File: src/rtl/modbus_request_validator_top_defines.svh
// Assertion macros for the Modbus request validator.
// Expects clk and rst_n in the scope of each use.
`ifndef MODBUS_REQUEST_VALIDATOR_TOP_DEFINES_SVH
`define MODBUS_REQUEST_VALIDATOR_TOP_DEFINES_SVH

// Antecedent implies consequent at the same edge
`define MRV_ASSERT_IMP(lbl, ante, cons) \
    lbl: assert property (@(posedge clk) disable iff (!rst_n) (ante) |-> (cons)) \
        else $error("validator check failed");

// Antecedent implies consequent a fixed number of cycles later
`define MRV_ASSERT_LAT(lbl, ante, cons, n) \
    lbl: assert property (@(posedge clk) disable iff (!rst_n) (ante) |-> ##n (cons)) \
        else $error("validator latency check failed");

`endif

File: src/rtl/mrv_pkg.sv
// Types, codes and limits shared by the Modbus request validator.
// No dependencies.
`default_nettype none

package mrv_pkg;

    // Unit id and function code
    localparam logic [7:0]  ID_MAX       = 8'd247;
    localparam logic [7:0]  ID_BROADCAST = 8'd0;
    localparam int          FC_EXC_BIT   = 7;

    localparam logic [7:0]  FC_READ_COILS     = 8'd1;
    localparam logic [7:0]  FC_READ_DISCRETE  = 8'd2;
    localparam logic [7:0]  FC_READ_HOLDING   = 8'd3;
    localparam logic [7:0]  FC_READ_INPUT     = 8'd4;
    localparam logic [7:0]  FC_WRITE_COIL     = 8'd5;
    localparam logic [7:0]  FC_WRITE_REG      = 8'd6;
    localparam logic [7:0]  FC_WRITE_COILS    = 8'd15;
    localparam logic [7:0]  FC_WRITE_REGS     = 8'd16;

    // Count limits per function code
    localparam logic [15:0] LIMIT_READ_BITS   = 16'd2000;
    localparam logic [15:0] LIMIT_WRITE_BITS  = 16'd1968;
    localparam logic [15:0] LIMIT_READ_REGS   = 16'd125;
    localparam logic [15:0] LIMIT_WRITE_REGS  = 16'd123;

    localparam logic [16:0] ADDR_SPACE  = 17'h10000;
    localparam logic [15:0] REG_BYTES   = 16'd2;
    localparam logic [7:0]  COIL_ON_HI  = 8'hFF;
    localparam logic [7:0]  COIL_OFF_HI = 8'h00;
    localparam logic [7:0]  COIL_LO     = 8'h00;

    typedef enum logic [2:0] {
        CLS_BITS,
        CLS_REGS,
        CLS_COIL,
        CLS_REG1,
        CLS_BAD
    } fc_class_t;

    // One request descriptor
    typedef struct packed {
        logic [7:0]  unit_id;
        logic [7:0]  function_code;
        logic [7:0]  exception_code;
        logic [15:0] start_address;
        logic [15:0] item_count;
        logic        buffer_present;
        logic [15:0] buffer_bytes;
        logic [7:0]  value_high_byte;
        logic [7:0]  value_low_byte;
    } item_t;

    // Partial checks handed from decode to the verdict stage
    typedef struct packed {
        logic        id_bad;
        logic        exc_bit;
        logic        exc_present;
        logic        broadcast;
        fc_class_t   cls;
        logic        count_ok;
        logic        addr_ok;
        logic        present;
        logic [16:0] need;
        logic [15:0] have;
        logic        have_two;
        logic        coil_ok;
    } flags_t;

endpackage

`default_nettype wire

File: src/rtl/modbus_request_validator_top.sv
// Modbus request validator: one verdict per request descriptor.
// The done strobe follows the start transfer through the stages below; one request per cycle,
// busy never rises. Stages: input register, decode register, verdict register.
// Reset clears the stage valid bits; payload registers are not reset.
// Depends on mrv_pkg, mrv_decode and modbus_request_validator_top_defines.svh.
`default_nettype none
`include "modbus_request_validator_top_defines.svh"

module modbus_request_validator_top (
    input  wire logic        clk,
    input  wire logic        rst_n,
    input  wire logic        start,
    output logic             busy,
    input  wire logic [7:0]  unit_id,
    input  wire logic [7:0]  function_code,
    input  wire logic [7:0]  exception_code,
    input  wire logic [15:0] start_address,
    input  wire logic [15:0] item_count,
    input  wire logic        buffer_present,
    input  wire logic [15:0] buffer_bytes,
    input  wire logic [7:0]  value_high_byte,
    input  wire logic [7:0]  value_low_byte,
    output logic             done,
    output logic             verdict
);
    import mrv_pkg::*;

    item_t  item_next;
    item_t  item_reg;
    logic   s1_valid_reg;
    flags_t flags_next;
    flags_t flags_reg;
    logic   s2_valid_reg;
    logic   verdict_next;
    logic   verdict_reg;
    logic   done_reg;
    logic   need_met;
    logic   hard_reject_in;

    // Every cycle takes a transfer
    assign busy = 1'b0;

    assign item_next = '{
        unit_id:         unit_id,
        function_code:   function_code,
        exception_code:  exception_code,
        start_address:   start_address,
        item_count:      item_count,
        buffer_present:  buffer_present,
        buffer_bytes:    buffer_bytes,
        value_high_byte: value_high_byte,
        value_low_byte:  value_low_byte
    };

    // Advance valid bits down the pipeline
    always_ff @(posedge clk or negedge rst_n)
    begin
        if (!rst_n)
        begin
            s1_valid_reg <= 1'b0;
            s2_valid_reg <= 1'b0;
            done_reg     <= 1'b0;
        end
        else
        begin
            s1_valid_reg <= start && !busy;
            s2_valid_reg <= s1_valid_reg;
            done_reg     <= s2_valid_reg;
        end
    end

    // Hold payload per stage
    always_ff @(posedge clk)
    begin
        item_reg    <= item_next;
        flags_reg   <= flags_next;
        verdict_reg <= verdict_next;
    end

    mrv_decode u_decode (
        .item  (item_reg),
        .flags (flags_next)
    );

    // Compare buffer size against need, then combine in check order
    assign need_met = {1'b0, flags_reg.have} >= flags_reg.need;

    always_comb
    begin
        if (flags_reg.id_bad || flags_reg.exc_bit)
        begin
            verdict_next = 1'b1;
        end
        else if (flags_reg.exc_present)
        begin
            verdict_next = flags_reg.broadcast;
        end
        else
        begin
            case (flags_reg.cls)
                CLS_BITS, CLS_REGS:
                    verdict_next = !(flags_reg.count_ok && flags_reg.addr_ok
                                     && flags_reg.present && need_met);
                CLS_COIL:
                    verdict_next = !(flags_reg.present && flags_reg.have_two
                                     && flags_reg.coil_ok);
                CLS_REG1:
                    verdict_next = !(flags_reg.present && flags_reg.have_two);
                default:
                    verdict_next = 1'b1;
            endcase
        end
    end

    assign done    = done_reg;
    assign verdict = verdict_reg;

    // Flag a request that must end invalid whatever else it carries
    assign hard_reject_in = (unit_id > ID_MAX) || function_code[FC_EXC_BIT];

    // Every accepted request yields a strobe once it has passed the stage registers, and no other
    `MRV_ASSERT_LAT(a_latency, start, done, 3)
    `MRV_ASSERT_IMP(a_no_spurious, done, $past(start, 3))
    // A bad unit id or an exception bit always ends invalid
    `MRV_ASSERT_IMP(a_hard_reject, done && $past(start, 3) && $past(hard_reject_in, 3), verdict)

endmodule

`default_nettype wire

File: src/rtl/mrv_decode.sv
// Decode of one request descriptor into partial check flags.
// Depends on mrv_pkg.
`default_nettype none

module mrv_decode (
    input  mrv_pkg::item_t  item,
    output mrv_pkg::flags_t flags
);
    import mrv_pkg::*;

    fc_class_t   cls;
    logic [15:0] limit;
    logic [16:0] addr_end;
    logic [16:0] need_bits;
    logic [16:0] need_regs;

    // Classify the function code and pick its count limit
    always_comb
    begin
        cls   = CLS_BAD;
        limit = '0;
        case (item.function_code)
            FC_READ_COILS, FC_READ_DISCRETE:
            begin
                cls   = CLS_BITS;
                limit = LIMIT_READ_BITS;
            end
            FC_WRITE_COILS:
            begin
                cls   = CLS_BITS;
                limit = LIMIT_WRITE_BITS;
            end
            FC_READ_HOLDING, FC_READ_INPUT:
            begin
                cls   = CLS_REGS;
                limit = LIMIT_READ_REGS;
            end
            FC_WRITE_REGS:
            begin
                cls   = CLS_REGS;
                limit = LIMIT_WRITE_REGS;
            end
            FC_WRITE_COIL:
            begin
                cls = CLS_COIL;
            end
            FC_WRITE_REG:
            begin
                cls = CLS_REG1;
            end
            default:
            begin
                cls   = CLS_BAD;
                limit = '0;
            end
        endcase
    end

    // Address end and required buffer size
    assign addr_end  = {1'b0, item.start_address} + {1'b0, item.item_count};
    assign need_bits = ({1'b0, item.item_count} + 17'd7) >> 3;
    assign need_regs = {item.item_count, 1'b0};

    always_comb
    begin
        flags.id_bad      = item.unit_id > ID_MAX;
        flags.exc_bit     = item.function_code[FC_EXC_BIT];
        flags.exc_present = item.exception_code != 8'd0;
        flags.broadcast   = item.unit_id == ID_BROADCAST;
        flags.cls         = cls;
        flags.count_ok    = (item.item_count != 16'd0) && (item.item_count <= limit);
        flags.addr_ok     = addr_end <= ADDR_SPACE;
        flags.present     = item.buffer_present;
        flags.need        = (cls == CLS_REGS) ? need_regs : need_bits;
        flags.have        = item.buffer_bytes;
        flags.have_two    = item.buffer_bytes >= REG_BYTES;
        flags.coil_ok     = ((item.value_high_byte == COIL_ON_HI)
                            || (item.value_high_byte == COIL_OFF_HI))
                            && (item.value_low_byte == COIL_LO);
    end

endmodule

`default_nettype wire

File: config.mk
export PLATFORM = sky130hd
export DESIGN_NAME = modbus_request_validator_top
export DESIGN_NICKNAME = d
export VERILOG_FILES = /design/src/rtl/mrv_pkg.sv /design/src/rtl/modbus_request_validator_top.sv /design/src/rtl/mrv_decode.sv
export VERILOG_INCLUDE_DIRS = /design/src /design/src/rtl
export SDC_FILE = /design/constraint.sdc
export NUM_CORES = 1
export LEC_CHECK = 0
export CORE_AREA = 5 5 129 131
export CTS_CLUSTER_DIAMETER = 40
export CTS_CLUSTER_SIZE = 40
export DETAILED_ROUTE_END_ITERATION = 12
export DIE_AREA = 0 0 134 136
export DONT_BUFFER_PORTS = 1
export GPL_TIMING_DRIVEN = 0
export HOLD_SLACK_MARGIN = 0.03
export PLACE_DENSITY = 0.48
export SLEW_MARGIN = 0
export SYNTH_ARGS = -nofsm -noshare
export SYNTH_HDL_FRONTEND = slang
export SYNTH_SLANG_ARGS = --single-unit
export TNS_END_PERCENT = 50
File: constraint.sdc
create_clock -name clk -period 5.63 [get_ports clk]
set_clock_uncertainty 0.2 [all_clocks]
set_input_delay 0.2815 -clock clk [delete_from_list [all_inputs] [get_ports clk]]
set_output_delay 0.2815 -clock clk [all_outputs]
set_load 0.01 [all_outputs]
==> impl_metrics.py <==
metrics = {
    "timing": {
        "fin_crit_sh": 0.597,
        "rsz0062_at_grt": "false",
        "hold_viol_final": 0,
        "fin_setup_tns_ns": 0,
        "clock.fmax_mhz": 298,
        "period_needed_ns": 3.36,
        "maxSlewViolCount": 0,
        "setup_violations": 0,
    },
    "worst_setup_path": {
        "cp-end-kind": "flop",
        "slowest_delay_ns": 0.39,
        "startpoint": "item_reg[80]",
        "critPathMaxFanout": 10,
        "cp_num_buf_inv": 3,
        "startpoint_type": "flop",
        "crit_chain": "nor3_1, nand2b_1, or3_1, and2_1, buf_2, inv_2, buf_2, ha_1, nor2b_1, o21a_1, o21a_1, o21ai_0, nand2b_1, a21oi_1, o221ai_1, a31oi_1",
        "crit_arrival_ns": 3.50,
        "timing.rr.start": "item_reg[80]",
        "path_delay_family": "simple AND/OR/NAND/NOR gates",
        "cp.required_ns": 5.77,
        "crit_path_top_delay_cell": "or3_1",
        "critical_path_class": "flop to flop",
    },
    "final_layout": {
        "synthToLayoutAreaGrowth_pct": 35.0,
        "utilization": 0.445,
        "mostFrequentLayoutCell": "dfxtp_1",
        "multi_input_comb_area_um2": 2150,
        "final_cell_mix": "dfxtp_1 (135), dlygate4sd3_1 (92), ha_1 (43)",
        "nNetsFinal": 728,
        "seqCellArea_um2": 2780,
        "fillers": 1421,
        "design_area_um2": 6900,
        "diodes": 0,
        "final_cells": 797,
        "layout-drive-gt1-share": 0.0810,
        "largest_reg_flops": 89,
    },
    "detailed_routing": {
        "wl_um": 11600,
        "via_per_inst": 4.75,
        "wire_per_inst_um": 14.6,
        "detail-route-antenna-nets": 0,
        "first_pass_iters": 4,
        "drc": 0,
        "drt_iter0_markers": 134,
        "num_vias": 3788,
    },
    "synth": {
        "ys_seq_area_frac": 0.544,
        "avgSynthCellArea_um2": 10.6,
        "synthCells": 481,
        "synth-simple-area-share": 0.144,
        "muxShareOfSynthArea": 0.00392,
        "synth_fp_nets": 617,
        "synth_top_family_by_area": "simple AND/OR/NAND/NOR gates",
        "syn_area_um2": 5110,
        "synthAdderAreaFrac": 0.109,
        "synth_ff_type": "dfxtp_1",
        "yosysWarnings": 0,
        "synthXorXnorAreaFrac": 0.0309,
        "async_flop_share": 0.0217,
        "ys_ff_latch": 138,
        "synth_edf_count": 0,
        "synth_compound_area_frac": 0.132,
        "synth.distinct_cells": 61,
    },
    "cts": {
        "cts_buffer_depth": 2,
        "path_clk_slew_ns": 0.06,
        "insertion_delay_ns": 0.42,
        "ctsRootBufferMaster": "clkbuf_16",
        "cts_buffers": 17,
        "htree_levels": 4,
        "tritoncts": "yes",
        "clock-sinks": 138,
        "cts_setup_buffers": 0,
    },
    "job": {
        "cap_violations": 0,
    },
    "placed_design": {
        "dp_cells": 673,
        "dpl.hpwl_um": 8300,
        "place_area_um2": 5350,
        "portBuffers": 0,
        "place_congestion": 0.806,
    },
    "status": {
        "status": "complete, no violations",
    },
    "floorplan": {
        "start_util": 0.330,
        "ios": 95,
        "fp.dieH_um": 136,
        "coreArea_um2": 15500,
        "die_w_um": 134,
        "fp-row-count": 46,
        "design.die.area_um2": 18200,
    },
    "global_routing": {
        "grt-ovfl-total": 0,
        "grt_pass1_wl_um": 18700,
        "grt_util_all_layers": 0.133,
        "grt_max_degree": 17,
        "first_global_vias": 3882,
        "antenna_found_initial": 0,
    },
    "power_and_ir_drop": {
        "p_per_area_nw_per_um2": 356,
        "max-vdd-ir-drop_v": 0.000219,
        "leakage_nw": 2.85,
        "design_power_total_mw": 2.46,
    },
    "hold_path": {
        "hp-class": "flop to flop",
        "hp-start": "item_reg[32]",
    },
}
cells by family (layout without fill, tap and decap cells):
logic type,count (synthesis),count (layout)
AND/OR/NAND/NOR,139,139
other,1,1
flip-flops,138,138
multiplexers,2,2
buffers and inverters,41,165
XOR/XNOR,18,18
AO/OA/AOI/OAI,98,98
adder cells (fa/ha/maj),44,44
repair_timing:
action | in CTS | in global routing
gates resized for setup | 0 | 0
hold endpoints to repair | 93 | 0
hold buffers | 92 | 0
path summary, 6_finish.rpt:
check                                end  slack (ns)  depth (start not counted)
max                        flags_reg[37]        2.27                         16
max reg2reg                flags_reg[37]        2.27                         16
min reg2reg                flags_reg[35]        0.13                          0
min                        flags_reg[35]        0.13                          0
min in group asynchronous           done        0.45                          2
max in group asynchronous   s1_valid_reg        4.64                          2
power by group:
part / switching, mW / total, mW / internal [mW]
sequential: 0.0340 / 1.06 / 1.03
clock: 0.428 / 1.17 / 0.746
combinational: 0.0997 / 0.218 / 0.119
total: 0.562 / 2.46 / 1.89
stage by stage:
stage	setup slack [ns]	hold WS, ns
after global routing	1.96	0.138
after CTS	2.25	0.126
after floorplan	2.72	-0.214
after global placement	2.29	-0.214
final	2.27	0.127
after detailed placement	2.27	-0.214
final cells by class:
type                            count  area share
Inverter                           29      0.0158
Clock inverter                     13      0.0279
Multi-Input combinational cell    302       0.312
Sequential cell                   138       0.403
Clock buffer                       19      0.0628
Buffer                             12      0.0102
Timing Repair Buffer               92       0.134
Tap cell                          192      0.0348
synth_stat cells, types with 5 or more instances:
library cell,count,area share
ha_1,43,0.11
nand4_1,11,0.013
and3_1,6,0.0073
nand3_1,11,0.011
a31oi_1,6,0.0073
nor2_1,19,0.014
o21a_1,10,0.015
xor2_1,12,0.021
xnor2_1,6,0.010
nor2b_1,8,0.0098
buf_2,5,0.0049
inv_1,28,0.021
o21ai_0,19,0.019
nor4_1,15,0.018
nor3_1,13,0.013
nand2b_1,7,0.0086
dfxtp_1,135,0.53
nand2_1,31,0.023
a21oi_1,19,0.019
o21ai_1,11,0.011
metal layers:
| metal | vias to the layer above | wire, um | global-route usage |
|---|---|---|---|
| met3 | 26 | 573 | 0.0440 |
| met2 | 84 | 5580 | 0.217 |
| li1 | 1940 | - | - |
| met4 | 0 | 302 | 0.0600 |
| met5 | - | 0 | 0 |
| met1 | 1738 | 5170 | 0.159 |
Power figures use the tool's default switching activity.
